## src/rtl/core/mrl_pkg.sv

```systemverilog
`timescale 1ns / 1ps
`default_nettype none

package mrl_pkg;

    localparam int MRL_TABLE_ENTRIES = 16;
    localparam int MRL_KEY_W = 48;
    localparam int MRL_MASK_W = 6;
    localparam int MRL_PORT_W = 8;
    localparam int MRL_STATUS_W = 2;
    localparam int MRL_MAC_BYTES = 6;

    localparam logic [MRL_MASK_W-1:0] SUFFIX_MASK = 6'd8;
    localparam logic [3:0] PREFIX_BASE = 4'd2;

    localparam logic OP_LOOKUP = 1'b0;
    localparam logic OP_INSERT = 1'b1;

    localparam logic [MRL_STATUS_W-1:0] STATUS_OK = 2'd0;
    localparam logic [MRL_STATUS_W-1:0] STATUS_MISS = 2'd1;
    localparam logic [MRL_STATUS_W-1:0] STATUS_FULL = 2'd2;

    typedef enum logic {
        ST_IDLE,
        ST_SCAN
    } mrl_state_t;

    typedef struct packed {
        logic                  opcode;
        logic [MRL_KEY_W-1:0]  mac_key;
        logic [MRL_MASK_W-1:0] mask_length;
        logic [MRL_PORT_W-1:0] out_port;
    } mrl_cmd_t;

    typedef struct packed {
        logic [MRL_PORT_W-1:0]   port;
        logic [MRL_STATUS_W-1:0] status;
    } mrl_res_t;

    // Word that moves down the chain, one cell per cycle.
    typedef struct packed {
        logic                  vld;
        mrl_cmd_t              cmd;
        logic                  hit;
        logic [MRL_KEY_W-1:0]  best_key;
        logic [MRL_PORT_W-1:0] best_port;
        logic                  key_found;
        logic                  free_found;
    } mrl_token_t;

    typedef struct packed {
        logic                  en;
        logic [MRL_KEY_W-1:0]  key;
        logic [MRL_MASK_W-1:0] mask;
        logic [MRL_PORT_W-1:0] port;
    } mrl_write_t;

endpackage

`default_nettype wire

```

## src/rtl/core/mrl_cell.sv

```systemverilog
`timescale 1ns / 1ps
`default_nettype none

module mrl_cell
    import mrl_pkg::*;
#(
    parameter int TABLE_ENTRIES = MRL_TABLE_ENTRIES,
    parameter int CELL_INDEX = 0,
    localparam int IDX_W = $clog2(TABLE_ENTRIES)
)
(
    input  wire logic             clk,
    input  wire logic             rst_n,
    input  wire mrl_token_t       token_in,
    input  wire logic [IDX_W-1:0] slot_in,
    input  wire mrl_write_t       wr,
    input  wire logic [IDX_W-1:0] wr_slot,
    output mrl_token_t            token_out,
    output logic [IDX_W-1:0]      slot_out
);

    localparam logic [IDX_W-1:0] MY_IDX = IDX_W'(CELL_INDEX);

    logic [MRL_KEY_W-1:0]  key_reg;
    logic [MRL_MASK_W-1:0] mask_reg;
    logic [MRL_PORT_W-1:0] port_reg;
    logic                  valid_reg;

    mrl_token_t       token_reg;
    mrl_token_t       token_next;
    logic [IDX_W-1:0] slot_reg;
    logic [IDX_W-1:0] slot_next;

    logic                  wr_hit;
    logic [MRL_KEY_W-1:0]  cur_key;
    logic [MRL_MASK_W-1:0] cur_mask;
    logic [MRL_PORT_W-1:0] cur_port;
    logic                  cur_valid;

    logic [MRL_MAC_BYTES-1:0] byte_eq;
    logic [3:0]               req_bytes;
    logic                     prefix_ok;
    logic                     route_hit;
    logic                     key_eq;

    // A word entering while the previous insert writes this slot sees the new entry.
    assign wr_hit = wr.en && (wr_slot == MY_IDX);

    always_comb
    begin
        cur_key = wr_hit ? wr.key : key_reg;
        cur_mask = wr_hit ? wr.mask : mask_reg;
        cur_port = wr_hit ? wr.port : port_reg;
        cur_valid = valid_reg || wr_hit;
    end

    always_comb
    begin
        for (int b = 0; b < MRL_MAC_BYTES; b++)
        begin
            byte_eq[b] = token_in.cmd.mac_key[MRL_KEY_W-1-8*b -: 8] ==
                         cur_key[MRL_KEY_W-1-8*b -: 8];
        end
        req_bytes = {1'b0, cur_mask[5:3]} + PREFIX_BASE;
        prefix_ok = req_bytes <= 4'(MRL_MAC_BYTES);
        for (int b = 0; b < MRL_MAC_BYTES; b++)
        begin
            if ((4'(b) < req_bytes) && !byte_eq[b])
            begin
                prefix_ok = 1'b0;
            end
        end
        if (cur_mask == SUFFIX_MASK)
        begin
            route_hit = byte_eq[MRL_MAC_BYTES-1];
        end
        else
        begin
            route_hit = prefix_ok;
        end
        key_eq = cur_valid && (cur_key == token_in.cmd.mac_key);
    end

    always_comb
    begin
        token_next = token_in;
        slot_next = slot_in;
        if (token_in.cmd.opcode == OP_INSERT)
        begin
            if (!token_in.key_found && key_eq)
            begin
                token_next.key_found = 1'b1;
                slot_next = MY_IDX;
            end
            else if (!token_in.key_found && !token_in.free_found && !cur_valid)
            begin
                token_next.free_found = 1'b1;
                slot_next = MY_IDX;
            end
        end
        else
        begin
            if (cur_valid && (cur_mask != '0) && route_hit &&
                (!token_in.hit || (cur_key > token_in.best_key)))
            begin
                token_next.hit = 1'b1;
                token_next.best_key = cur_key;
                token_next.best_port = cur_port;
            end
        end
    end

    always_ff @(posedge clk or negedge rst_n)
    begin
        if (!rst_n)
        begin
            token_reg <= '0;
            slot_reg <= '0;
        end
        else
        begin
            token_reg <= token_next;
            slot_reg <= slot_next;
        end
    end

    always_ff @(posedge clk or negedge rst_n)
    begin
        if (!rst_n)
        begin
            valid_reg <= 1'b0;
        end
        else if (wr_hit)
        begin
            valid_reg <= 1'b1;
        end
    end

    always_ff @(posedge clk)
    begin
        if (wr_hit)
        begin
            key_reg <= wr.key;
            mask_reg <= wr.mask;
            port_reg <= wr.port;
        end
    end

    assign token_out = token_reg;
    assign slot_out = slot_reg;

endmodule

`default_nettype wire

```

## src/rtl/core/two_level_mac_route_lookup.sv

```systemverilog
`timescale 1ns / 1ps
`default_nettype none

// A result strobes on done when the word taken on start leaves the last cell of the chain.
// No new word is taken before that strobe; the next word may be taken in the done cycle itself.
// An insert writes its slot at the edge that ends the done cycle.
// Reset empties the table and clears the chain; the receiver cannot stall.
module two_level_mac_route_lookup
    import mrl_pkg::*;
#(
    parameter int TABLE_ENTRIES = MRL_TABLE_ENTRIES,
    localparam int IDX_W = $clog2(TABLE_ENTRIES)
)
(
    input  wire logic     clk,
    input  wire logic     rst_n,
    input  wire logic     start,
    input  wire mrl_cmd_t cmd,
    output logic          busy,
    output logic          done,
    output mrl_res_t      res
);

    mrl_state_t state_reg;
    mrl_state_t state_next;

    mrl_token_t       inject;
    mrl_token_t       chain_tok [TABLE_ENTRIES+1];
    logic [IDX_W-1:0] chain_slot [TABLE_ENTRIES+1];
    logic [TABLE_ENTRIES-1:0] chain_vld;
    mrl_token_t       last;
    mrl_write_t       wr;
    logic             accept;

    assign accept = start && !busy;

    always_comb
    begin
        inject = '0;
        inject.vld = accept;
        inject.cmd = cmd;
    end

    assign chain_tok[0] = inject;
    assign chain_slot[0] = '0;

    for (genvar i = 0; i < TABLE_ENTRIES; i++)
    begin : g_cell
        mrl_cell #(
            .TABLE_ENTRIES(TABLE_ENTRIES),
            .CELL_INDEX(i)
        ) u_cell (
            .clk(clk),
            .rst_n(rst_n),
            .token_in(chain_tok[i]),
            .slot_in(chain_slot[i]),
            .wr(wr),
            .wr_slot(chain_slot[TABLE_ENTRIES]),
            .token_out(chain_tok[i+1]),
            .slot_out(chain_slot[i+1])
        );
        assign chain_vld[i] = chain_tok[i+1].vld;
    end

    assign last = chain_tok[TABLE_ENTRIES];
    assign done = last.vld;

    always_comb
    begin
        wr.en = done && (last.cmd.opcode == OP_INSERT) && (last.key_found || last.free_found);
        wr.key = last.cmd.mac_key;
        wr.mask = last.cmd.mask_length;
        wr.port = last.cmd.out_port;
    end

    always_comb
    begin
        res.port = '0;
        if (last.cmd.opcode == OP_INSERT)
        begin
            res.status = (last.key_found || last.free_found) ? STATUS_OK : STATUS_FULL;
        end
        else if (last.hit)
        begin
            res.port = last.best_port;
            res.status = STATUS_OK;
        end
        else
        begin
            res.status = STATUS_MISS;
        end
    end

    always_ff @(posedge clk or negedge rst_n)
    begin
        if (!rst_n)
        begin
            state_reg <= ST_IDLE;
        end
        else
        begin
            state_reg <= state_next;
        end
    end

    always_comb
    begin
        state_next = state_reg;
        busy = 1'b0;
        unique case (state_reg)
            ST_IDLE:
            begin
                if (start)
                begin
                    state_next = ST_SCAN;
                end
            end
            ST_SCAN:
            begin
                busy = !done;
                if (done && !start)
                begin
                    state_next = ST_IDLE;
                end
            end
            default:
            begin
                state_next = ST_IDLE;
            end
        endcase
    end

`ifndef NO_ASSERTIONS
    a_one_word: assert property (@(posedge clk) disable iff (!rst_n)
        $onehot0(chain_vld))
        else $error("more than one word in the cell chain");

    a_done_in_scan: assert property (@(posedge clk) disable iff (!rst_n)
        done |-> state_reg == ST_SCAN)
        else $error("result strobe outside a scan");

    a_accept_busy: assert property (@(posedge clk) disable iff (!rst_n)
        accept |=> (busy || done))
        else $error("not busy after a word was taken");

    a_write_on_done: assert property (@(posedge clk) disable iff (!rst_n)
        wr.en |-> (done && res.status == STATUS_OK))
        else $error("table write without a finished insert");
`endif

endmodule

`default_nettype wire

```

## config.mk

```make
export PLATFORM = sky130hd
export DESIGN_NAME = two_level_mac_route_lookup
export DESIGN_NICKNAME = d
export VERILOG_FILES = /design/src/rtl/core/mrl_pkg.sv /design/src/rtl/core/mrl_cell.sv /design/src/rtl/core/two_level_mac_route_lookup.sv
export SDC_FILE = /design/constraint.sdc
export NUM_CORES = 2
export LEC_CHECK = 0
export BUFFER_PORTS_ARGS = -buffer_cell sky130_fd_sc_hd__buf_2
export CELL_PAD_IN_SITES_DETAIL_PLACEMENT = 1
export CELL_PAD_IN_SITES_GLOBAL_PLACEMENT = 2
export CORE_MARGIN = 2
export CORE_UTILIZATION = 48
export CTS_BUF_LIST = sky130_fd_sc_hd__clkbuf_4
export CTS_CLUSTER_SIZE = 30
export DETAILED_ROUTE_END_ITERATION = 10
export GPL_TIMING_DRIVEN = 1
export PLACE_DENSITY = 0.95
export SYNTH_ARGS = -nofsm -noshare
export SYNTH_HDL_FRONTEND = slang
export SYNTH_HIERARCHICAL = 1
export SYNTH_SLANG_ARGS = --single-unit
```

## constraint.sdc

```tcl
create_clock -name clk -period 8.21 [get_ports clk]
set_clock_uncertainty 0.1 [all_clocks]
set_input_delay 1.2315 -clock clk [delete_from_list [all_inputs] [get_ports clk]]
set_output_delay 1.2315 -clock clk [all_outputs]
set_load 0.01 [all_outputs]
```

== Yosys cells after proc, flatten, opt, wreduce, memory -nomap -nowiden ==
Cells that the tools add are included.
Operators by class
  add/subtract/negate cells: 16
  $lt $le $gt $ge: 127
  equality and inequality tests: 143
  multiplexer cells: 310
  bitwise operators: 1
  reduce and logical (&&, ||, !) cells: 432
Operators by type and width (number)
  two-way mux 57 bit: 32
  equality test 48 bit: 16
  equality test 8 bit: 96
  two-way mux 48 bit: 16
  greater-than comparator 48 bit: 15
  logical AND 1 bit: 224
  two-way mux 4 bit: 43
  two-way mux 1 bit: 166
  logical NOT 1 bit: 159
  two-way mux 8 bit: 18
  < comparator 1 x 4 -> 1 bit, first input constant: 32
  < comparator 2 x 4 -> 1 bit, first input constant: 32
  < comparator 3 x 4 -> 1 bit, first input constant: 32
  equality test 6 x 4 -> 1 bit, second input constant: 16
  two-way mux 6 bit: 16
  nonzero test 6 bit: 16
  adder 3 x 2 -> 4 bit, second input constant: 16
  less-or-equal comparator 4 x 3 -> 1 bit, second input constant: 16
  two-way mux 2 bit: 18
  equality test 4 bit, second input constant: 8
  logical OR 1 bit: 32
  equality test 4 x 3 -> 1 bit, second input constant: 4
  equality test 4 x 2 -> 1 bit, second input constant: 2
  equality test 4 x 1 -> 1 bit, second input constant: 1
  other kinds (3): 3
Storage, ports and cells
  bits in registers: 2989
  bits of input ports: 66
  output and inout port bits: 12
  word-level logic and storage cells: 1268

== Logic depth before layout (Yosys ltp) ==
  depth after elaboration: 18
  mapped depth: 23

== By module ==
Netlist, hierarchy kept.
Modules (own cells, without submodules)
  mrl_cell at g_cell[13].u_cell ...: instances 2, cells an instance 800, area each 8712.1 um^2
  mrl_cell at g_cell[7].u_cell: instances 1, cells an instance 888, area each 9200.1 um^2
  mrl_cell at g_cell[9].u_cell: instances 1, cells an instance 782, area each 8684.6 um^2
  mrl_cell at g_cell[8].u_cell: instances 1, cells an instance 803, area each 8672.1 um^2
  mrl_cell at g_cell[4].u_cell: instances 1, cells an instance 794, area each 8655.8 um^2
  mrl_cell at g_cell[10].u_cell: instances 1, cells an instance 789, area each 8650.8 um^2
  mrl_cell at g_cell[12].u_cell: instances 1, cells an instance 790, area each 8648.3 um^2
  mrl_cell at g_cell[5].u_cell: instances 1, cells an instance 780, area each 8644.5 um^2
  mrl_cell at g_cell[3].u_cell: instances 1, cells an instance 778, area each 8623.3 um^2
  mrl_cell at g_cell[2].u_cell: instances 1, cells an instance 790, area each 8620.8 um^2
  mrl_cell at g_cell[6].u_cell: instances 1, cells an instance 793, area each 8544.4 um^2
  mrl_cell at g_cell[1].u_cell: instances 1, cells an instance 804, area each 8543.2 um^2
  mrl_cell at g_cell[0].u_cell: instances 1, cells an instance 798, area each 8525.7 um^2
  mrl_cell at g_cell[11].u_cell: instances 1, cells an instance 765, area each 8461.9 um^2
  +2 rows

== Worst setup path after synthesis ==
No wires, ideal clock.
  path kind: flip-flop to flip-flop
  from: register g_cell[15].u_cell.token_reg, in the netlist g_cell[15].u_cell/token_out[121]
  to: register g_cell[5].u_cell.token_reg, in the netlist g_cell[5].u_cell/token_out[21]
  setup time: 0.125 ns
  arrival time: 5.074 ns
  required time: 7.985 ns
  setup slack: 2.911 ns
  stages on the path, launching flop included: 23
  buffers on the path: 8
  clock period less this slack: 5.299 ns
  cells stage by stage: dfrtp_1 > o211a_1 > buf_4 > clkinv_2 > nor2_4 > buf_6 > buf_12 > buf_4 > buf_2 > buf_1 > nand2_1 > nand2_1 > ha_1 > and2_1 > a221o_1 > a221o_1 > a2111oi_0 > o21ai_0 > o21ai_0 > or3_4 > buf_6 > buf_6 > mux2_4
RTL lines
  start: declaration: RTL line mrl_cell.sv:29  | mrl_token_t token_reg;
  start signal: assignment: RTL line mrl_cell.sv:122  | token_reg <= token_next;
  end signal: assignment: RTL line mrl_cell.sv:122
  end: declaration: RTL line mrl_cell.sv:29

==> run metrics <==
arrival time at the worst endpoint 8.43 ns; final global-route overflow total 0; fraction of final layout cells with drive strength greater than 1 18.1%; post-synthesis average cell area approximately 11 µm²; Sequential cell area between 60000 and 70000 µm²; Crit Reg-Reg Startpoint g_cell[15].u_cell/slot_out[1]; class of the worst hold path input pin to flip-flop; buffer depth of the longest clock path 4; clock input transition at the sequential cells of the worst setup and hold paths 0.08 ns; Multi-input gate area 59700 µm²; CP Max Fanout 42; share of the cycle needed by the critical path after routing 85.9%; via count approximately 110k; relative max-transition margin approximately 14%; CTS tree done; end point of the critical path g_cell[10].u_cell/token_out[8]; worst ir drop on vdd 0.000134 V; CP max-delay cell sky130_fd_sc_hd__nor2_8; worst setup margin 1.15 ns; Avg Vias per Cell about 5.8; delay of the slowest cell on the worst path 0.84 ns; total clock sinks 2993; family with the most delay on the worst path simple AND/OR/NAND/NOR gates; Critical R2R Capture g_cell[10].u_cell/token_out[8]; endpoints failing hold 0; number of cell instances on the worst register-to-register path 14; achievable clock frequency roughly 140 MHz; Mapped Cells 12700; final hold slack 0.165 ns; final critical delay including setup and external delays 7.06 ns; floorplan core area 283000 µm²; run status completed; buffers plus inverters on the worst setup path 2; count of fill cells added during filler insertion 30600; source-to-sink clock delay at the later pin of the worst-skew pair 1.65 ns; width of the chip 538 µm; First DRT Iteration DRCs 8327; antenna violations before repair 30; post-detail-place hpwl 374000 µm; final setup vio count 0; leak pwr 0.0761 µW; clock buffers created by TritonCTS 774; required time at the endpoint of the critical path 9.59 ns; synthesized cell area 137000 µm²; CP startpoint g_cell[15].u_cell/slot_out[1]; count of pins over their slew limit 0; overall global routing resource usage 34.9%; slack of the worst reg-to-reg path ~1.2 ns; actual slew at the worst max-slew pin 1.29 ns; post-detailed-placement cell area 142000 µm²; area enclosed by the die boundary 289000 µm²; layout overhead on the synthesized area 12.1%; buffers added on ports between 70 and 80; Final Util 54.2%; RSZ-0062 raised after global routing false; post-route setup TNS 0 ns; capturing element type of the critical path flip-flop; startpoint of the lowest-slack hold path cmd[0]; initial cell density of the core 48.3%; most common cell after layout, fill and taps aside sky130_fd_sc_hd__dfrtp_1; Max Cap Violations 0; clock tree root driver cell sky130_fd_sc_hd__clkbuf_4; number of global-route vias before repair 115000; class of the most critical setup path flip-flop to flip-flop; Remaining DRCs 0; power per unit of standard cell area 207 nW/µm²; total non-filler cell area in the finished layout 153000 µm²; critical path depth in cells 14; final estimated routing congestion in global placement 0.943; antenna-violating nets left 0; commonest cells after routing, fill and taps aside 1960 x sky130_fd_sc_hd__dfrtp_1, 1908 x sky130_fd_sc_hd__nand2_1, 1421 x sky130_fd_sc_hd__inv_1; Clock H-tree levels 6; wire length after detailed routing 510000 µm; number of top-level pins 78; NumNets Final about 14000; pin count of the biggest net entering global routing 155; detailed-router iteration count before antenna repair 11; dpl ws 1.33 ns; number of placement rows between 150 and 200; cell breakdown of the critical path nand4bb_1, nor2_8, buf_4, nand2_1, nand2_1, ha_1, nand4_1, nor3_1, nand3_1, or4_1, o41ai_1, or3_2, buf_4, mux2_2; Vert. Die Dim approximately 540 µm; wire length of the first global-routing pass 748000 µm; synth warn 6; max reg flops 1920; post-CTS setup repair buffer count 0; critical path launch point type flip-flop; Routed WL per cell about 28 µm
==> worst min-delay path by stage <==
stage / endpoint / cells past startpoint / slack, ns
final: g_cell[0].u_cell/token_out[59] / 2 / 0.17
after global routing: g_cell[0].u_cell/token_out[64] / 2 / 0.06
after CTS: g_cell[0].u_cell/token_out[64] / 2 / 0.03
after detailed placement: g_cell[13].u_cell/token_out[67] / 0 / 0.24
after global placement: g_cell[15].u_cell/token_out[66] / 0 / 0.23
after floorplan: g_cell[10].u_cell/token_out[122] / 0 / 0.23
==> repair_timing <==
action	CTS	global route
endpoints found under the hold margin	169	0
gates resized for setup	0	0
endpoints found under the setup margin	0	0
hold buffers	65	0
==> where the power goes <==
group / internal (µW) / switching (µW)
Combinational: 726 / 1270
Sequential: 15200 / 687
Clock: 7110 / 6730
==> layer usage <==
metal | track usage [%] | share of wire (%) | vias up
met2 | 58.1 | 48 | 4451
met1 | 40.0 | 37 | 53300
met3 | 7.25 | 6.9 | 1780
met4 | 25.1 | 8.0 | 8
li1 | - | - | 45600
met5 | 0 | 0.079 | -
==> cell type report <==
| class | instances | share of cell area (%) |
|---|---|---|
| diodes | 21 | 0.0343 |
| clock buffers | 1226 | 6.01 |
| clock inverters | 225 | 0.871 |
| inverters | 1432 | 3.51 |
| multi-input cells | 7986 | 39.0 |
| flip-flops and latches | 2993 | 45.7 |
| well taps | 3743 | 3.06 |
| repair buffers | 355 | 1.88 |
==> per-stage QoR <==
step / total power [µW] / instances
after floorplan: 16800 / 12800
after global placement: 18000 / 16400
after detailed placement: 18100 / 16400
after CTS: 31800 / 18000
after global routing: 32900 / 18000
final: 31700 / 18000
Note: power is estimated with default switching activity, not from simulation.
